`config.mk`:
```
export PLATFORM = sky130hd
export DESIGN_NAME = stream_find_replace_flat
export DESIGN_NICKNAME = d
export VERILOG_FILES = /design/src/rtl/core/sfr_pkg.sv /design/src/rtl/core/sfr_stream_if.sv /design/src/rtl/core/sfr_cfg_if.sv /design/src/rtl/core/sfr_ctrl.sv /design/src/rtl/core/sfr_datapath.sv /design/src/rtl/core/stream_find_replace.sv /design/src/flat_wrapper.sv
export SDC_FILE = /design/constraint.sdc
export NUM_CORES = 1
export LEC_CHECK = 0
export BUFFER_PORTS_ARGS = -buffer_cell sky130_fd_sc_hd__buf_2
export CAP_MARGIN = 5
export CELL_PAD_IN_SITES_DETAIL_PLACEMENT = 1
export CELL_PAD_IN_SITES_GLOBAL_PLACEMENT = 1
export CORE_MARGIN = 10
export CORE_UTILIZATION = 40
export CTS_CLUSTER_SIZE = 12
export DETAILED_ROUTE_END_ITERATION = 10
export GPL_TIMING_DRIVEN = 0
export HOLD_SLACK_MARGIN = 0.08
export PLACE_DENSITY_LB_ADDON = 0.15
export SLEW_MARGIN = 20
export SYNTH_ARGS = -nofsm -noshare
export SYNTH_HDL_FRONTEND = slang
export SYNTH_SLANG_ARGS = --single-unit
```
`constraint.sdc`:
```
create_clock -name clk -period 6.1 [get_ports clk]
set_input_delay 0.305 -clock clk [delete_from_list [all_inputs] [get_ports clk]]
set_output_delay 0.305 -clock clk [all_outputs]
set_load 0.01 [all_outputs]
```
`src/rtl/core/sfr_pkg.sv`:
```
// Package for the streaming find-and-replace block: payload structs,
// controller/datapath command and status types, register indexes.
// No dependencies.
`default_nettype none

package sfr_pkg;

    localparam int SFR_MAX_PATTERN = 8;
    localparam int CFG_IDX_W       = 4;
    localparam int CFG_DATA_W      = 64;

    localparam logic [CFG_IDX_W-1:0] CFG_SEARCH_PATTERN  = CFG_IDX_W'(0);
    localparam logic [CFG_IDX_W-1:0] CFG_SEARCH_LENGTH   = CFG_IDX_W'(1);
    localparam logic [CFG_IDX_W-1:0] CFG_REPLACE_PATTERN = CFG_IDX_W'(2);
    localparam logic [CFG_IDX_W-1:0] CFG_REPLACE_LENGTH  = CFG_IDX_W'(3);

    typedef struct packed {
        logic [7:0] in_byte;
        logic       end_of_stream;
    } sfr_in_t;

    typedef struct packed {
        logic [7:0]  out_byte;
        logic        byte_valid;
        logic        last;
        logic [31:0] replacements;
    } sfr_out_t;

    typedef enum logic [2:0] {
        ST_IDLE,
        ST_CHECK,
        ST_DROP,
        ST_FLUSH,
        ST_REPL,
        ST_MARK
    } sfr_state_t;

    typedef enum logic [1:0] {
        OSEL_OLDEST,
        OSEL_REPL,
        OSEL_MARK
    } sfr_osel_t;

    typedef struct packed {
        logic      in_ready;
        logic      match;
        logic      shift;
        logic      emit;
        sfr_osel_t osel;
        logic      last;
        logic      rep_inc;
        logic      total_clr;
    } sfr_cmd_t;

    typedef struct packed {
        logic in_valid;
        logic prefix;
        logic full;
        logic count_zero;
        logic count_one;
        logic repl_zero;
        logic repl_last;
        logic eos;
        logic emitted;
        logic out_free;
    } sfr_status_t;

endpackage

`default_nettype wire

```
`src/rtl/core/sfr_stream_if.sv`:
```
// Valid/ready stream channel with a typed payload.
// No dependencies.
`default_nettype none

interface sfr_stream_if #(parameter type payload_t = logic) ();
    logic     valid;
    logic     ready;
    payload_t data;

    modport source (output valid, output data, input ready);
    modport sink   (input valid, input data, output ready);
endinterface

`default_nettype wire

```
`src/rtl/core/sfr_cfg_if.sv`:
```
// Register write channel: valid/ready with register index and write data.
// Depends on sfr_pkg.
`default_nettype none

interface sfr_cfg_if import sfr_pkg::*; ();
    logic                  valid;
    logic                  ready;
    logic [CFG_IDX_W-1:0]  index;
    logic [CFG_DATA_W-1:0] data;

    modport source (output valid, output index, output data, input ready);
    modport sink   (input valid, input index, input data, output ready);
endinterface

`default_nettype wire

```
`src/rtl/core/sfr_ctrl.sv`:
```
// Controller for the find-and-replace block: sequences accept, prefix check,
// drops, replacement output, flush and end marker. Depends on sfr_pkg.
`default_nettype none

module sfr_ctrl import sfr_pkg::*;
(
    input  logic        clk,
    input  logic        rst_n,
    input  sfr_status_t status,
    output sfr_cmd_t    cmd
);

    sfr_state_t state_reg;
    sfr_state_t state_next;

    always_ff @(posedge clk or negedge rst_n)
    begin
        if (!rst_n)
        begin
            state_reg <= ST_IDLE;
        end
        else
        begin
            state_reg <= state_next;
        end
    end

    always_comb
    begin
        state_next = state_reg;
        unique case (state_reg)
            ST_IDLE:
            begin
                if (status.in_valid)
                    state_next = ST_CHECK;
            end
            ST_CHECK:
            begin
                if (!status.prefix)
                    state_next = ST_DROP;
                else if (status.full)
                begin
                    if (!status.repl_zero)
                        state_next = ST_REPL;
                    else if (status.eos)
                        state_next = ST_MARK;
                    else
                        state_next = ST_IDLE;
                end
                else if (status.eos)
                begin
                    if (!status.count_zero)
                        state_next = ST_FLUSH;
                    else if (!status.emitted)
                        state_next = ST_MARK;
                    else
                        state_next = ST_IDLE;
                end
                else
                    state_next = ST_IDLE;
            end
            ST_DROP:
            begin
                if (status.out_free)
                    state_next = ST_CHECK;
            end
            ST_FLUSH:
            begin
                if (status.out_free && status.count_one)
                    state_next = ST_IDLE;
            end
            ST_REPL:
            begin
                if (status.out_free && status.repl_last)
                    state_next = ST_IDLE;
            end
            ST_MARK:
            begin
                if (status.out_free)
                    state_next = ST_IDLE;
            end
            default:
            begin
                state_next = ST_IDLE;
            end
        endcase
    end

    always_comb
    begin
        cmd = '0;
        cmd.osel = OSEL_OLDEST;
        unique case (state_reg)
            ST_IDLE:
            begin
                cmd.in_ready = 1'b1;
            end
            ST_CHECK:
            begin
                cmd.match = status.prefix && status.full;
                // stream ended on a dropped byte: nothing left to send
                cmd.total_clr = status.prefix && !status.full && status.eos
                                && status.count_zero && status.emitted;
            end
            ST_DROP:
            begin
                cmd.emit  = status.out_free;
                cmd.shift = status.out_free;
                cmd.osel  = OSEL_OLDEST;
                // after a drop no match is possible, so a lone byte is final
                cmd.last  = status.eos && status.count_one;
            end
            ST_FLUSH:
            begin
                cmd.emit      = status.out_free;
                cmd.shift     = status.out_free;
                cmd.osel      = OSEL_OLDEST;
                cmd.last      = status.count_one;
                cmd.total_clr = status.out_free && status.count_one;
            end
            ST_REPL:
            begin
                cmd.emit      = status.out_free;
                cmd.rep_inc   = status.out_free;
                cmd.osel      = OSEL_REPL;
                cmd.last      = status.eos && status.repl_last;
                cmd.total_clr = status.out_free && status.eos && status.repl_last;
            end
            ST_MARK:
            begin
                cmd.emit      = status.out_free;
                cmd.osel      = OSEL_MARK;
                cmd.last      = 1'b1;
                cmd.total_clr = status.out_free;
            end
            default:
            begin
                cmd.in_ready = 1'b0;
            end
        endcase
    end

endmodule

`default_nettype wire

```
`src/rtl/core/sfr_datapath.sv`:
```
// Datapath: config registers, pending byte buffer, latched search pattern,
// prefix compare, match counter and output register. Depends on sfr_pkg
// and the stream/config interfaces.
`default_nettype none

module sfr_datapath import sfr_pkg::*;
#(
    parameter int MAX_PATTERN = SFR_MAX_PATTERN
)
(
    input  logic         clk,
    input  logic         rst_n,
    sfr_cfg_if.sink      cfg,
    sfr_stream_if.sink   din,
    sfr_stream_if.source dout,
    input  sfr_cmd_t     cmd,
    output sfr_status_t  status
);

    localparam int CW = $clog2(MAX_PATTERN + 1);
    localparam int IW = (MAX_PATTERN > 1) ? $clog2(MAX_PATTERN) : 1;
    localparam int PW = 8 * MAX_PATTERN;

    logic [63:0]   search_pattern_reg;
    logic [3:0]    search_length_reg;
    logic [63:0]   replace_pattern_reg;
    logic [3:0]    replace_length_reg;

    logic [PW-1:0] act_pat_reg;
    logic [CW-1:0] act_len_reg;
    logic [7:0]    pend_reg [MAX_PATTERN];
    logic [CW-1:0] count_reg;
    logic [IW-1:0] rep_idx_reg;
    logic [31:0]   total_reg;
    logic          eos_reg;
    logic          emitted_reg;
    logic          out_valid_reg;
    sfr_out_t      out_data_reg;

    logic          accept;
    logic          out_free;
    logic          prefix;
    logic [CW-1:0] slen_clamp;
    logic [CW-1:0] rlen_clamp;
    logic [7:0]    repl_byte;
    logic [7:0]    sel_byte;

    assign cfg.ready = 1'b1;
    assign din.ready = cmd.in_ready;
    assign accept    = din.valid && cmd.in_ready;
    assign out_free  = !out_valid_reg || dout.ready;

    assign dout.valid = out_valid_reg;
    assign dout.data  = out_data_reg;

    always_comb
    begin
        if (search_length_reg == 4'd0)
            slen_clamp = CW'(1);
        else if (search_length_reg > 4'(MAX_PATTERN))
            slen_clamp = CW'(MAX_PATTERN);
        else
            slen_clamp = CW'(search_length_reg);

        if (replace_length_reg > 4'(MAX_PATTERN))
            rlen_clamp = CW'(MAX_PATTERN);
        else
            rlen_clamp = CW'(replace_length_reg);
    end

    // bytes at or past the fill level are don't-care
    always_comb
    begin
        prefix = (count_reg <= act_len_reg);
        for (int i = 0; i < MAX_PATTERN; i++)
        begin
            if (CW'(i) < count_reg && pend_reg[i] != act_pat_reg[8*i +: 8])
                prefix = 1'b0;
        end
    end

    assign repl_byte = replace_pattern_reg[{rep_idx_reg, 3'b000} +: 8];

    always_comb
    begin
        unique case (cmd.osel)
            OSEL_OLDEST: sel_byte = pend_reg[0];
            OSEL_REPL:   sel_byte = repl_byte;
            OSEL_MARK:   sel_byte = 8'd0;
            default:     sel_byte = 8'd0;
        endcase
    end

    always_comb
    begin
        status            = '0;
        status.in_valid   = din.valid;
        status.prefix     = prefix;
        status.full       = (count_reg == act_len_reg);
        status.count_zero = (count_reg == '0);
        status.count_one  = (count_reg == CW'(1));
        status.repl_zero  = (rlen_clamp == '0);
        status.repl_last  = (CW'(rep_idx_reg) == rlen_clamp - CW'(1));
        status.eos        = eos_reg;
        status.emitted    = emitted_reg;
        status.out_free   = out_free;
    end

    always_ff @(posedge clk or negedge rst_n)
    begin
        if (!rst_n)
        begin
            search_pattern_reg  <= '0;
            search_length_reg   <= 4'd1;
            replace_pattern_reg <= '0;
            replace_length_reg  <= 4'd0;
        end
        else if (cfg.valid)
        begin
            unique case (cfg.index)
                CFG_SEARCH_PATTERN:  search_pattern_reg  <= cfg.data;
                CFG_SEARCH_LENGTH:   search_length_reg   <= cfg.data[3:0];
                CFG_REPLACE_PATTERN: replace_pattern_reg <= cfg.data;
                CFG_REPLACE_LENGTH:  replace_length_reg  <= cfg.data[3:0];
                default:             search_length_reg   <= search_length_reg;
            endcase
        end
    end

    always_ff @(posedge clk or negedge rst_n)
    begin
        if (!rst_n)
        begin
            act_pat_reg   <= '0;
            act_len_reg   <= CW'(1);
            count_reg     <= '0;
            rep_idx_reg   <= '0;
            total_reg     <= '0;
            eos_reg       <= 1'b0;
            emitted_reg   <= 1'b0;
            out_valid_reg <= 1'b0;
        end
        else
        begin
            if (accept)
            begin
                // new search pattern takes effect only between partial matches
                if (count_reg == '0)
                begin
                    act_pat_reg <= search_pattern_reg[PW-1:0];
                    act_len_reg <= slen_clamp;
                end
                count_reg   <= count_reg + CW'(1);
                eos_reg     <= din.data.end_of_stream;
                emitted_reg <= 1'b0;
            end
            else if (cmd.match)
                count_reg <= '0;
            else if (cmd.shift)
                count_reg <= count_reg - CW'(1);

            if (cmd.match)
                rep_idx_reg <= '0;
            else if (cmd.rep_inc)
                rep_idx_reg <= rep_idx_reg + IW'(1);

            if (cmd.total_clr)
                total_reg <= '0;
            else if (cmd.match && total_reg != '1)
                total_reg <= total_reg + 32'd1;

            if (cmd.emit)
            begin
                emitted_reg   <= 1'b1;
                out_valid_reg <= 1'b1;
            end
            else if (dout.ready)
                out_valid_reg <= 1'b0;
        end
    end

    always_ff @(posedge clk)
    begin
        if (accept)
            pend_reg[count_reg[IW-1:0]] <= din.data.in_byte;
        else if (cmd.shift)
        begin
            for (int i = 0; i < MAX_PATTERN - 1; i++)
                pend_reg[i] <= pend_reg[i+1];
        end

        if (cmd.emit)
        begin
            out_data_reg.out_byte     <= sel_byte;
            out_data_reg.byte_valid   <= (cmd.osel != OSEL_MARK);
            out_data_reg.last         <= cmd.last;
            out_data_reg.replacements <= total_reg;
        end
    end

    a_count_bound: assert property (@(posedge clk) disable iff (!rst_n)
        count_reg <= act_len_reg)
        else $error("pending count exceeds active pattern length");

    a_emit_free: assert property (@(posedge clk) disable iff (!rst_n)
        cmd.emit |-> (!out_valid_reg || dout.ready))
        else $error("output register overwritten while held");

    a_total_sat: assert property (@(posedge clk) disable iff (!rst_n)
        (total_reg == '1 && !cmd.total_clr) |=> (total_reg == '1))
        else $error("replacement count wrapped");

    a_accept_idle: assert property (@(posedge clk) disable iff (!rst_n)
        accept |-> (!cmd.match && !cmd.shift && !cmd.emit))
        else $error("accept overlaps buffer work");

endmodule

`default_nettype wire

```
`src/rtl/core/stream_find_replace.sv`:
```
// Streaming find-and-replace top level: controller plus datapath.
// A byte's first result is registered in the output register after its prefix check.
// A new input byte is accepted only in idle, after the last byte's results are emitted;
// each byte dropped from a failed partial match, each replacement or flushed byte
// and an end marker goes through the one-byte output register, which can stall on dout.ready.
// Reset clears state and counts and sets config registers to defaults; no clearing pass.
`default_nettype none

module stream_find_replace import sfr_pkg::*;
#(
    parameter int MAX_PATTERN = SFR_MAX_PATTERN
)
(
    input  logic         clk,
    input  logic         rst_n,
    sfr_cfg_if.sink      cfg,
    sfr_stream_if.sink   din,
    sfr_stream_if.source dout
);

    sfr_cmd_t    cmd;
    sfr_status_t status;

    sfr_ctrl u_ctrl (
        .clk    (clk),
        .rst_n  (rst_n),
        .status (status),
        .cmd    (cmd)
    );

    sfr_datapath #(
        .MAX_PATTERN (MAX_PATTERN)
    ) u_datapath (
        .clk    (clk),
        .rst_n  (rst_n),
        .cfg    (cfg),
        .din    (din),
        .dout   (dout),
        .cmd    (cmd),
        .status (status)
    );

endmodule

`default_nettype wire

```
`src/flat_wrapper.sv`:
```
// flat-port wrapper written by rule: the top's interface ports become plain ports
module stream_find_replace_flat import sfr_pkg::*;
#(
    parameter int MAX_PATTERN = SFR_MAX_PATTERN
)
  (clk, rst_n, cfg_valid, cfg_index, cfg_data, cfg_ready, din_valid, din_data, din_ready, dout_valid, dout_data, dout_ready);
  sfr_cfg_if cfg_i ();
  sfr_stream_if #(.payload_t(sfr_in_t)) din_i ();
  sfr_stream_if #(.payload_t(sfr_out_t)) dout_i ();
  input  logic clk;
  input  logic rst_n;
  input wire logic [$bits(cfg_i.valid)-1:0] cfg_valid;
  input wire logic [$bits(cfg_i.index)-1:0] cfg_index;
  input wire logic [$bits(cfg_i.data)-1:0] cfg_data;
  output wire logic [$bits(cfg_i.ready)-1:0] cfg_ready;
  input wire logic [$bits(din_i.valid)-1:0] din_valid;
  input wire logic [$bits(din_i.data)-1:0] din_data;
  output wire logic [$bits(din_i.ready)-1:0] din_ready;
  output wire logic [$bits(dout_i.valid)-1:0] dout_valid;
  output wire logic [$bits(dout_i.data)-1:0] dout_data;
  input wire logic [$bits(dout_i.ready)-1:0] dout_ready;
  assign cfg_i.valid = cfg_valid;
  assign cfg_i.index = cfg_index;
  assign cfg_i.data = cfg_data;
  assign cfg_ready = cfg_i.ready;
  assign din_i.valid = din_valid;
  assign din_i.data = din_data;
  assign din_ready = din_i.ready;
  assign dout_valid = dout_i.valid;
  assign dout_data = dout_i.data;
  assign dout_i.ready = dout_ready;
  stream_find_replace #(.MAX_PATTERN(MAX_PATTERN)) u_core (.clk(clk), .rst_n(rst_n), .cfg(cfg_i), .din(din_i), .dout(dout_i));
endmodule
```
==> results.md <==
- DIE WIDTH: 217 um
- Cts hold-fix bufs: 65
- Util after Layout: 49.2%
- Worst Path Arrival: 4.16 ns
- Placed instance area: 17000 um2
- Design Area, Final: 18900 um2
- Max Root-Sink Buffers: 3
- Worst hold slack: 0.138 ns
- Status: finished, final reports clean
- Skew final: 0.0136 ns
- Via/cell ratio: 5.24
- Core ar.: 38500 um2
- RSZ-0062 raised after global routing: false
- Worst Hold Depth: 2
- Num ports: 127
- Iter 0 DRT Violations: 489
- Via count of the first global-routing pass: 10800
- WL final: 42600 um
- Clk Latency, worst-skew pair: 0.55 ns
- Hold Crit Class: primary input to flop
- Critical path peak fanout: 10
- CP Data Required Time: 6.53 ns
- DR vias: 10000
- Die height: 217 um
- Hold Path Origin: cfg_data[3]
- Delay-heaviest family, CP: buffers and inverters
- Final HPWL DP: 31500 um
- H-tree depth: 2
- Most frequent CP cell: clkbuf_1
- Final setup fails: 0
- Clock sinks: 355
- Largest cells by area after synthesis: dfrtp_1, edfxtp_1, mux2_2
- Synthesized net count: 1216
- Sequential area share after synthesis: 60.7%
- Commonest cells in the synthesized netlist: dfrtp_1, mux2_2, edfxtp_1
- Area grow syn2layout: 22.2%
- Slowest Stage Delay on Critical Path: 0.44 ns
- Syn Std Cell Area: 15500 um2
- R2R Path End: u_core.u_datapath.total_reg[23]
- Slowest-stage cell, CP: a2111o_1
- Pre-antenna DRT Iters: 5
- Total Routing Usage GR: 18.1%
- Die area: 47000 um2
- Number of failing hold endpoints at the final stage: 0
- Slew Limit Headroom: 28.7%
- Setup TNS: 0 ns
- Worst Hold End: u_core.u_datapath.replace_pattern_reg[3]
- Largest area contributor in the netlist: dfrtp_1
- Top cell type's share of synthesized area: 39.9%
- Routed Antenna Nets: 0
- R2R Setup Slk: 2.37 ns
- Tmin final: 3.73 ns
- Routability Congestion: 0.823
- Share of cells above drive strength 1: 31.5%
- Worst Setup Start Kind: flop
- Cells after Synth: 1121
- First-pass GRT wire length: 65700 um
- Largest net degree at the start of global routing: 94
- Clock-pin transition on the worst setup and hold timing paths: 0.06 ns
- FF+latch count, synth: 355
- Fin nets: 1459
- Async set-reset flop share out of synthesis: 70.1%
- Residual DRC count: 0
- Post-CTS resize count: 0
- Wire per inst: 22.3 um
- Starting Density: 40.3%
- Peak supply drop: 0.279 mV
- Row count: 72
- Grt total ovfl: 0
- Syn Area/Cell: 13.8 um2
- Number of antenna violations at the first check in global routing: 1
- Worst Path Buf+Inv: 4
- Leak: 8.42 nW
- Actual slew at the worst max-slew pin: 1.06 ns
- EDFF count, synth: 106
- R2R Path Start: u_core.u_datapath.count_reg[0]
- Crit end category: flop
- Cts bufs inserted: 40
- Most common cell in the netlist: dfrtp_1
- Setup Fix Bufs, Post-CTS: 0
- CTS root buf: clkbuf_16
- Crit Path Class: flop to flop
- Primary FF master, synth: dfrtp_1
- Warning count from the yosys run: 0
- Max-cap violations: 0
- FMAX: 268 MHz
- PortBufs: 125
- Power density cells: 429 nW/um2
- CP Cell Sequence: clkbuf_1 -> inv_1 -> ha_1 -> nand4_1 -> o21a_1 -> a2111o_1 -> nor2_4 -> nand3_2 -> buf_6 -> clkbuf_1 -> o31ai_1 -> a21oi_1
- Max Transition Viols Final: 0
- CTS tree: yes
- Yosys cell types: 58
- Tcrit/Tclk final: 61.2%
- Worst Reg-to-Reg Cells: 12
-- worst max path at each step --
stage | startpoint | to | depth (start not counted)
6_report | u_core.u_datapath.count_reg[0] | u_core.u_datapath.total_reg[23] | 12
5_1_grt | u_core.u_datapath.count_reg[0] | u_core.u_datapath.total_reg[25] | 12
4_1_cts | u_core.u_datapath.count_reg[0] | u_core.u_datapath.total_reg[25] | 12
3_5_place_dp | u_core.u_datapath.count_reg[0] | u_core.u_datapath.total_reg[25] | 12
3_3_place_gp | rst_n | u_core.u_datapath.act_pat_reg[58] | 1
2_1_floorplan | u_core.u_ctrl.state_reg[1] | u_core.u_datapath.dout.data[0] | 3
-- layout by cell type (no fill, tap or decap), drive strengths merged, types with 12 or more instances in the layout --
cell,synthesis,routed
dfrtp,247,247
mux2,201,201
buf,12,148
clkbuf,47,109
edfxtp,106,106
dlygate4sd3,0,65
a21o,58,58
xor2,55,55
nand2,49,49
nor2,42,42
a21oi,28,28
xnor2,27,27
nand3,25,25
o21ai,25,25
inv,21,23
nand4,18,18
mux4,16,16
and2,16,16
o31ai,14,14
ha,13,13
nor4,12,12
-- area by class of cell --
cell class,instances,area (um2)
plain buffers,59,248
flip-flops and latches,355,9420
multi-input cells,685,5810
diodes,1,2.50
repair buffers,201,1430
fillers,3912,19500
clock inverters,10,113
inverters,22,82.6
well taps,518,648
clock buffers,62,1200
-- layer usage --
metal	track usage (%)	up-vias	part of all wire, %
li1	-	4569	-
met1	24.0	5205	44
met2	29.5	196	48
met3	3.22	52	5.2
met4	5.71	0	2.1
met5	0	-	0
-- logic make-up after synthesis --
group                    count (synthesis)  share of synthesized area [%]
flip-flops                             355                           60.7
buffers and inverters                   81                           2.13
XOR/XNOR                                82                           4.63
AND/OR/NAND/NOR                        211                           7.34
AO/OA/AOI/OAI                          153                           6.64
adder cells (fa/ha/maj)                 13                           1.05
multiplexers                           225                           17.4
other                                    1                         0.0242
-- power by group --
group,total (W),switching (W),internal [W]
registers,0.00374,0.000478,0.00326
logic,0.00198,0.00109,0.000889
clock network,0.00240,0.000968,0.00144
-- stage by stage --
step                power (W)  setup WS (ns)  cells
floorplan             0.00490           1.78   1121
global placement      0.00561         0.0135   1764
detailed placement    0.00573           2.34   1774
CTS                   0.00820           2.31   1911
global route          0.00855           2.08   1912
finish                0.00812           2.37   1913
Power figures use the tool's default switching activity.
